### config.mk
export PLATFORM = sky130hd
export DESIGN_NAME = fcw_walker
export DESIGN_NICKNAME = d
export VERILOG_FILES = /design/src/rtl/core/fcw_pkg.sv /design/src/rtl/core/fcw_walker.sv
export SDC_FILE = /design/constraint.sdc
export NUM_CORES = 1
export LEC_CHECK = 0
export BUFFER_PORTS_ARGS = -buffer_cell sky130_fd_sc_hd__buf_2
export CAP_MARGIN = 0
export CORE_MARGIN = 10
export CORE_UTILIZATION = 45
export CTS_CLUSTER_SIZE = 30
export DETAILED_ROUTE_END_ITERATION = 16
export PLACE_DENSITY = 0.73
export SYNTH_ARGS = -nofsm -noshare
export SYNTH_HDL_FRONTEND = slang
export SYNTH_SLANG_ARGS = --single-unit
### constraint.sdc
create_clock -name clk_i -period 9.2 [get_ports clk_i]
set_input_delay 1.84 -clock clk_i [delete_from_list [all_inputs] [get_ports clk_i]]
set_output_delay 1.84 -clock clk_i [all_outputs]
set_load 0.05 [all_outputs]
### src/rtl/core/fcw_pkg.sv
// fcw_pkg: shared types and constants of the fat12 cluster chain walker
// used by fcw_walker and fat12_cluster_chain_walker; depends on nothing
`default_nettype none

package fcw_pkg;

  localparam int unsigned ClusterW = 12;
  localparam int unsigned AddrW    = 13;
  localparam int unsigned ByteW    = 8;
  localparam int unsigned CfgW     = 7;
  localparam int unsigned RunReset = 64;

  typedef enum logic [1:0] {
    OP_LOAD = 2'd0,
    OP_WALK = 2'd1,
    OP_CONT = 2'd2
  } op_e;

  typedef enum logic [1:0] {
    ST_CHAIN  = 2'd0,
    ST_ENDED  = 2'd1,
    ST_PAUSED = 2'd2,
    ST_EMPTY  = 2'd3
  } status_e;

  // walk or continue transaction handed to the walker
  typedef struct packed {
    logic                go;
    op_e                 op;
    logic [ClusterW-1:0] start_cluster;
  } cmd_t;

  typedef struct packed {
    logic                strobe;
    logic [ClusterW-1:0] cluster;
    logic [ClusterW-1:0] end_value;
    status_e             status;
    logic                last;
  } res_t;

endpackage

`default_nettype wire

### src/rtl/core/fcw_walker.sv
// fcw_walker: chain walk sequencer, reads two table bytes per cluster from the ram
// depends on fcw_pkg; drives the read address of fcw_ram
`default_nettype none

module fcw_walker
  import fcw_pkg::*;
#(
  parameter int unsigned TABLE_BYTES = 6144,
  parameter int unsigned MAX_RUN     = 64,
  localparam int unsigned AW = (TABLE_BYTES > 1) ? $clog2(TABLE_BYTES) : 1,
  localparam int unsigned CW = $clog2(MAX_RUN + 1)
) (
  input  wire logic             clk_i,
  input  wire logic             rst_ni,
  input  wire cmd_t             cmd_i,
  input  wire logic [CW-1:0]    lim_i,
  input  wire logic [ByteW-1:0] rdata_i,
  output logic      [AW-1:0]    rd_addr_o,
  output logic                  busy_o,
  output res_t                  res_o
);

  typedef enum logic [3:0] {
    S_IDLE = 4'b0001,
    S_RD0  = 4'b0010,
    S_RD1  = 4'b0100,
    S_EVAL = 4'b1000
  } state_e;

  state_e              state_q, state_d;
  logic [ClusterW-1:0] cl_q, cl_d;
  logic [CW-1:0]       k_q, k_d;
  logic [CW-1:0]       lim_q, lim_d;
  logic [ByteW-1:0]    b0_q, b0_d;
  logic [ClusterW-1:0] resume_q, resume_d;
  logic                paused_q, paused_d;
  logic                oob_q;
  res_t                res_q, res_d;

  logic [AddrW-1:0]    byte_addr;
  logic                oob;
  logic [ByteW-1:0]    rd_byte;
  logic [ClusterW-1:0] nxt;
  logic [CW:0]         k_inc;

  // byte offset of the first (second) byte holding entry n
  function automatic logic [AddrW-1:0] addr_of(input logic [ClusterW-1:0] n,
                                               input logic second);
    logic [AddrW-1:0] base;
    base = {2'b00, n[ClusterW-1:1]} + {1'b0, n[ClusterW-1:1], 1'b0};
    return base + {{(AddrW-1){1'b0}}, n[0]} + {{(AddrW-1){1'b0}}, second};
  endfunction

  function automatic logic is_term(input logic [ClusterW-1:0] v);
    return (v == '0) || (v >= ClusterW'(12'hFF0));
  endfunction

  assign rd_byte = oob_q ? '0 : rdata_i;
  assign nxt     = cl_q[0] ? {rd_byte, b0_q[7:4]} : {rd_byte[3:0], b0_q};
  assign k_inc   = {1'b0, k_q} + (CW+1)'(1);
  assign oob     = byte_addr >= AddrW'(TABLE_BYTES);
  assign rd_addr_o = byte_addr[AW-1:0];
  assign busy_o  = (state_q != S_IDLE);
  assign res_o   = res_q;

  always_comb begin
    state_d   = state_q;
    cl_d      = cl_q;
    k_d       = k_q;
    lim_d     = lim_q;
    b0_d      = b0_q;
    resume_d  = resume_q;
    paused_d  = paused_q;
    res_d     = res_q;
    res_d.strobe = 1'b0;
    byte_addr = addr_of(cl_q, 1'b0);
    unique case (state_q)
      S_IDLE: begin
        if (cmd_i.go) begin
          unique case (cmd_i.op)
            OP_WALK: begin
              paused_d = 1'b0;
              if (is_term(cmd_i.start_cluster)) begin
                res_d = '{strobe: 1'b1, cluster: cmd_i.start_cluster, end_value: '0,
                          status: ST_EMPTY, last: 1'b1};
              end else begin
                cl_d    = cmd_i.start_cluster;
                k_d     = '0;
                lim_d   = lim_i;
                state_d = S_RD0;
              end
            end
            OP_CONT: begin
              if (paused_q) begin
                paused_d = 1'b0;
                cl_d     = resume_q;
                k_d      = '0;
                lim_d    = lim_i;
                state_d  = S_RD0;
              end
            end
            default: ;
          endcase
        end
      end
      S_RD0: begin
        state_d = S_RD1;
      end
      S_RD1: begin
        byte_addr = addr_of(cl_q, 1'b1);
        b0_d      = rd_byte;
        state_d   = S_EVAL;
      end
      S_EVAL: begin
        if (is_term(nxt)) begin
          res_d = '{strobe: 1'b1, cluster: cl_q, end_value: nxt,
                    status: ST_ENDED, last: 1'b1};
          state_d = S_IDLE;
        end else if (k_inc >= {1'b0, lim_q}) begin
          res_d = '{strobe: 1'b1, cluster: cl_q, end_value: '0,
                    status: ST_PAUSED, last: 1'b1};
          resume_d = nxt;
          paused_d = 1'b1;
          state_d  = S_IDLE;
        end else begin
          res_d = '{strobe: 1'b1, cluster: cl_q, end_value: '0,
                    status: ST_CHAIN, last: 1'b0};
          k_d       = k_inc[CW-1:0];
          cl_d      = nxt;
          // overlap: first byte of the next entry is fetched right away
          byte_addr = addr_of(nxt, 1'b0);
          state_d   = S_RD1;
        end
      end
      default: state_d = S_IDLE;
    endcase
  end

  always_ff @(posedge clk_i or negedge rst_ni) begin
    if (!rst_ni) begin
      state_q  <= S_IDLE;
      resume_q <= '0;
      paused_q <= 1'b0;
      res_q    <= '0;
    end else begin
      state_q  <= state_d;
      resume_q <= resume_d;
      paused_q <= paused_d;
      res_q    <= res_d;
    end
  end

  always_ff @(posedge clk_i) begin
    cl_q  <= cl_d;
    k_q   <= k_d;
    lim_q <= lim_d;
    b0_q  <= b0_d;
    oob_q <= oob;
  end

endmodule

`default_nettype wire

==> Yosys cells after proc, flatten, opt, wreduce, memory -nomap -nowiden <==
Cells that the tools add are included.
{ "totals": {"regBits": 80, "latchBits": 0, "ram_bits": 0, "mem_bits_ro": 0, "inputBits": 32, "output_inout_bits": 42, "word_cells": 96, "mem_count": 0} }
{ "classes": {"add_sub_neg": 6, "n_mul": 0, "div_mod_pow": 0, "n_lt_le_gt_ge": 4, "n_eq_ne": 19, "n_shift": 0, "muxes": 40, "bitwise": 1, "n_reduce_logical": 13} }
{ "op_table": {"columns": ["cell", "n"], "rows": [
  ["$mux 28", 3],
  ["$mux 12", 6],
  ["$pmux 28 s2", 1],
  ["$mux 7", 7],
  ["$pmux 12 s2", 2],
  ["$pmux 7 s2", 3],
  ["$add 11x12->13", 2],
  ["$add 13x1->13", 2],
  ["$mux 13", 2],
  ["$pmux 13 s2", 1],
  ["$ge 12x12->1 const B", 2],
  ["$logic_not 12->1", 2],
  ["$ne 2x2->1 const B", 8],
  ["$pmux 4 s4", 1],
  ["$mux 15", 1],
  ["$add 13x1->13 const B", 1],
  ["$ge 13x13->1 const B", 1],
  ["$mux 4", 3],
  ["$reduce_and 5->1", 2],
  ["$mux 3", 3],
  ["$add 7x1->8 const B", 1],
  ["$ge 8x7->1", 1],
  ["$mux 8", 1],
  ["$pmux 4 s2", 1],
  ["19 further kinds", 26]
]} }

==> Logic depth before layout (Yosys ltp) <==
{ "depth": {"depth_word": 8, "ltp_mapped": 15, "mapped_depth_nobuf": 13} }

==> Worst setup path after synthesis <==
No wires, ideal clock.
{ "synth_path": {"path_kind": "in2out", "start": "input rdata_i[0]", "end": "output rd_addr_o[10]", "t_arrival_ps": 4511, "required_time_ps": 7360, "path_slack_ps": 2849, "path_stages": 12, "n_path_buf": 0, "path_cell_list": "nor2b_1 > mux2i_1 > inv_1 > ha_1 > o21a_1 > o31a_1 > o31ai_1 > a21oi_1 > o21a_1 > nor2_1 > xnor2_1 > o221ai_1"} }
{ "synth_via": {"elab_chain_cells": 7, "word_cells_on_any_way": 10, "cone_classes": "add/sub (2); order compare (1); mux (5); reduce/logical (2)"} }
{ "synth_lines": {"columns": ["element", "line_no", "text"], "rows": [
  ["start: declaration", "fcw_walker.sv:17", "input wire logic [ByteW-1:0] rdata_i,"],
  ["$mux 8 *", "fcw_walker.sv:58", "assign rd_byte = oob_q ? '0 : rdata_i;"],
  ["$mux 12 *", "fcw_walker.sv:59", "assign nxt = cl_q[0] ? {rd_byte, b0_q[7:4]} : {rd_byte[3:0], b0_q};"],
  ["named net nxt[4]", "fcw_walker.sv:43", "logic [ClusterW-1:0] nxt;"],
  ["$add 11x12->13", "fcw_walker.sv:50", "base = {2'b00, n[ClusterW-1:1]} + {1'b0, n[ClusterW-1:1], 1'b0};"],
  ["$add 13x1->13", "fcw_walker.sv:51", "return base + {{(AddrW-1){1'b0}}, n[0]} + {{(AddrW-1){1'b0}}, second};"],
  ["$mux 13", "fcw_walker.sv:119", "end else if (k_inc >= {1'b0, lim_q}) begin"],
  ["$mux 13 *", "fcw_walker.sv:115", "if (is_term(nxt)) begin"],
  ["$pmux 13 s2 *", "fcw_walker.sv:77", "unique case (state_q)"],
  ["end: declaration", "fcw_walker.sv:18", "output logic [AW-1:0] rd_addr_o,"]
]} }
The timed path passes the listed nets; every way through them passes the cells marked *.

==> Worst setup path in the final report <==
{ "layout_path": {"start": "input rdata_i[7]", "end": "output rd_addr_o[6]"} }
{ "layout_via": {"elab_chain_cells": 6, "word_cells_on_any_way": 7, "cone_classes": "order compare (1); mux (4); reduce/logical (2)"} }
{ "layout_lines": {"columns": ["element", "line_no", "text"], "rows": [
  ["$mux 8 *", "fcw_walker.sv:58", null],
  ["named net rd_byte[7]", "fcw_walker.sv:42", "logic [ByteW-1:0] rd_byte;"],
  ["$mux 12 *", "fcw_walker.sv:59", null],
  ["named net nxt[11]", "fcw_walker.sv:43", null],
  ["$ge 12x12->1 / $logic_not 12->1 (equally long branches)", "fcw_walker.sv:55", "return (v == '0) || (v >= ClusterW'(12'hFF0));"],
  ["$logic_or 1x1->1 *", "fcw_walker.sv:55", null],
  ["$mux 13 *", "fcw_walker.sv:115", null],
  ["$pmux 13 s2 *", "fcw_walker.sv:77", null]
]} }
Marks and branches as above.

==> flow_metrics.tcl <==
set metrics [dict create \
    status "complete, no violations" \
    p_leak_nw 2.831 \
    yosysWarningCount 0 \
    placedCellCount 756 \
    core-area_um2 11560 \
    drc 0 \
    cp_slowest_stage_delay_ps 810 \
    clockBufferDepth 2 \
    grt_util_all_layers_pct 17.22 \
    dieArea_um2 16740 \
    finalSetupViolations 0 \
    hold_buffers 0 \
    cts_tree "built" \
    cts_inserted_buffers 9 \
    ys_ff_latch 80 \
    cp.arrival_ps 5200 \
    drt_iter0_drc 433 \
    cp_slowest_cell "mux2i_1" \
    syn_area_um2 5385 \
    wl_per_cell_um 18.67 \
    ys.flop_type "dfrtp_1" \
    syn_area_per_cell_um2 9.668 \
    crit_required_ps 7360 \
    die_y_um 129.4 \
    grt_overflow_total 0 \
    clock_latency_ps 330 \
    place.gp.congestion 0.8836 \
    drtPass1Iterations 5 \
    synth_top_area_share_pct 20.45 \
    critPathCaptureType "output port" \
    power_mw 2.106 \
    critPathBufInv 3 \
    nFillCells 1036 \
    rsz0062_at_grt "no" \
    final_net_count 700 \
    io_pins 74 \
    clkTransAtPathRegs_ps 60 \
    dp_hpwl_um 11030 \
    path_class "input pin to output port" \
    maxSlewViolCount 0 \
    hold_violations 0 \
    clockRootBuffer "clkbuf_16" \
    num_vias 4571 \
    pre_cts_slack_ps 2197 \
    antenna-diode-count 0 \
    final.period_utilization_pct 76.57 \
    grt_max_degree 46 \
    grt_pass1_wl_um 23160 \
    synthArstFlopShare_pct 56.25 \
    area_delta_synth_final_pct 14.80 \
    fin_tns_setup_ps 0 \
    yosys.area.top_type "dfrtp_1" \
    drive_gt1_share_pct 17.49 \
    cts.sinks 80 \
    worst_pin_slew_ps 1023 \
    worst_slack_ps 2155 \
    vdd_drop_max_mv 0.2903 \
    yosysSeqAreaShare_pct 40.26 \
    ys_types 71 \
    whs_ps 476.2 \
    synth_nets 633 \
    fin_crit_ps 7045 \
    fp.dieW_um 129.4 \
    synth_cells 557 \
    row_count 39 \
    post_cts_resized 0 \
    routed_wl_um 14410 \
    stdcell_count 772 \
    fmax_mhz 141.9 \
    power.density_nw_per_um2 340.7 \
    post_cts_buffers 0 \
    min_path_type "flop to flop" \
    htreeDepth 3 \
    crit_fanout 9 \
    fin_worst_skew_ps 11.11 \
    cap_viol_max_count 0 \
    path_cells "buf_2 > nor2b_1 > mux2i_1 > inv_1 > ha_1 > nand4_1 > o21ai_0 > nor2_1 > nand2_1 > nor2_1 > nor2_2 > a221o_1 > buf_2" \
    antenna_found_initial 0 \
    ant_nets 0 \
    path_delay_family "simple AND/OR/NAND/NOR gates" \
    slew_headroom_pct 29.87 \
    routed_via_density 5.921 \
    port_buffers 73 \
    synth_edf_count 34 \
    yosys-top-cells-area "dfrtp_1 20%, edfxtp_1 19%, ha_1 9.8%" \
    start_util_pct 46.56 \
    start_kind "input pin" \
    grt_pass1_vias 4548 \
]
==> placed cells by master (no fill, tap or decap), types with 5 or more instances in the layout <==
cell type / instances
buf_2: 73
nor2_1: 44
dfrtp_1: 44
nand2_1: 43
ha_1: 42
a21oi_1: 35
edfxtp_1: 34
inv_1: 33
o21ai_0: 33
nor2b_1: 25
a211oi_1: 19
xnor2_1: 16
nand3_1: 14
a221o_1: 13
mux2i_1: 13
clkbuf_16: 9
xor2_1: 8
o21a_1: 8
and2_1: 8
a21o_1: 7
nand2b_1: 7
a22oi_1: 7
nor3_1: 7
nand4_1: 6
and3_1: 5
nor4_1: 5
==> sequential cells by signal, summed over array words and instances (netlist names), 4 cells and up <==
| name | flops |
|---|---|
| res_o | 28 |
| cl_q | 12 |
| resume_q | 12 |
| b0_q | 8 |
| k_q | 7 |
| lim_q | 7 |
| state_q | 4 |
==> worst paths after layout <==
kind,start,endpoint,slack [ps],depth (start not counted)
worst min register to register,res_o[17],res_o[17],480,2
min in group asynchronous,rst_ni,res_o[5],1690,1
worst min-delay path,res_o[17],res_o[17],480,2
max in group asynchronous,rst_ni,res_o[19],6860,1
worst max-delay path,rdata_i[7],rd_addr_o[6],2160,13
worst max register to register,cl_q[0],oob_q,5070,11
==> stage by stage <==
stage | utilization (%) | area, um2
floorplan | - | 5385
CTS | 53.46 | 6182
global route | 53.46 | 6182
detailed placement | 50.89 | 5886
global placement | 50.89 | 5886
finish | 53.46 | 6182
==> area by class of cell <==
class	instances	area [um2]	share of cell area (%)
sequential	80	2168	35.07
tap	143	178.9	2.894
inverter	34	127.6	2.064
timing repair buffer	76	387.9	6.274
clock buffer	10	229.0	3.704
multi-input combinational	423	3023	48.90
clock inverter	6	67.56	1.093
==> Yosys cell counts (3+ instances only) <==
cell	count
a211oi_1	19
a21o_1	7
a21oi_1	35
a221o_1	13
a22oi_1	7
and2_1	8
and3_1	5
clkbuf_1	19
dfrtp_1	44
edfxtp_1	34
ha_1	42
inv_1	33
mux2i_1	13
nand2_1	43
nand2b_1	7
nand3_1	14
nand4_1	6
nor2_1	44
nor2b_1	25
nor3_1	7
nor4_1	5
o21a_1	8
o21ai_0	33
o21bai_1	4
o31ai_1	4
or2_2	3
or3_1	3
xnor2_1	16
xor2_1	8
==> cells by family (layout without fill, tap and decap cells) <==
group	after synthesis	count (layout)	synth area share (%)
simple gates	182	182	17.45
compound gates	159	159	21.49
flops	80	80	40.27
buf+inv	54	126	3.764
fa+ha+maj	44	44	10.50
xor+xnor	24	24	3.903
mux	14	14	2.625
==> report_power, final <==
part	total [mW]	switching, mW	internal, mW
logic	1.24	0.825	0.417
clock network	0.358	0.147	0.212
registers	0.506	0.0650	0.441
total	2.11	1.04	1.07
==> worst min-delay path, cell delays in order (launching register included) <==
cell and delay [ps]:
dfrtp_1 340, nand2_1 50, nand2_1 50
==> routing by layer <==
layer	routed length [um]	global-route usage [%]	up-vias
li1	-	-	2183
met1	6181	20.96	2230
met2	7123	29.53	142
met3	884	4.241	16
met4	225	5.084	0
met5	0	0	-
(Power assumes the default switching activity.)
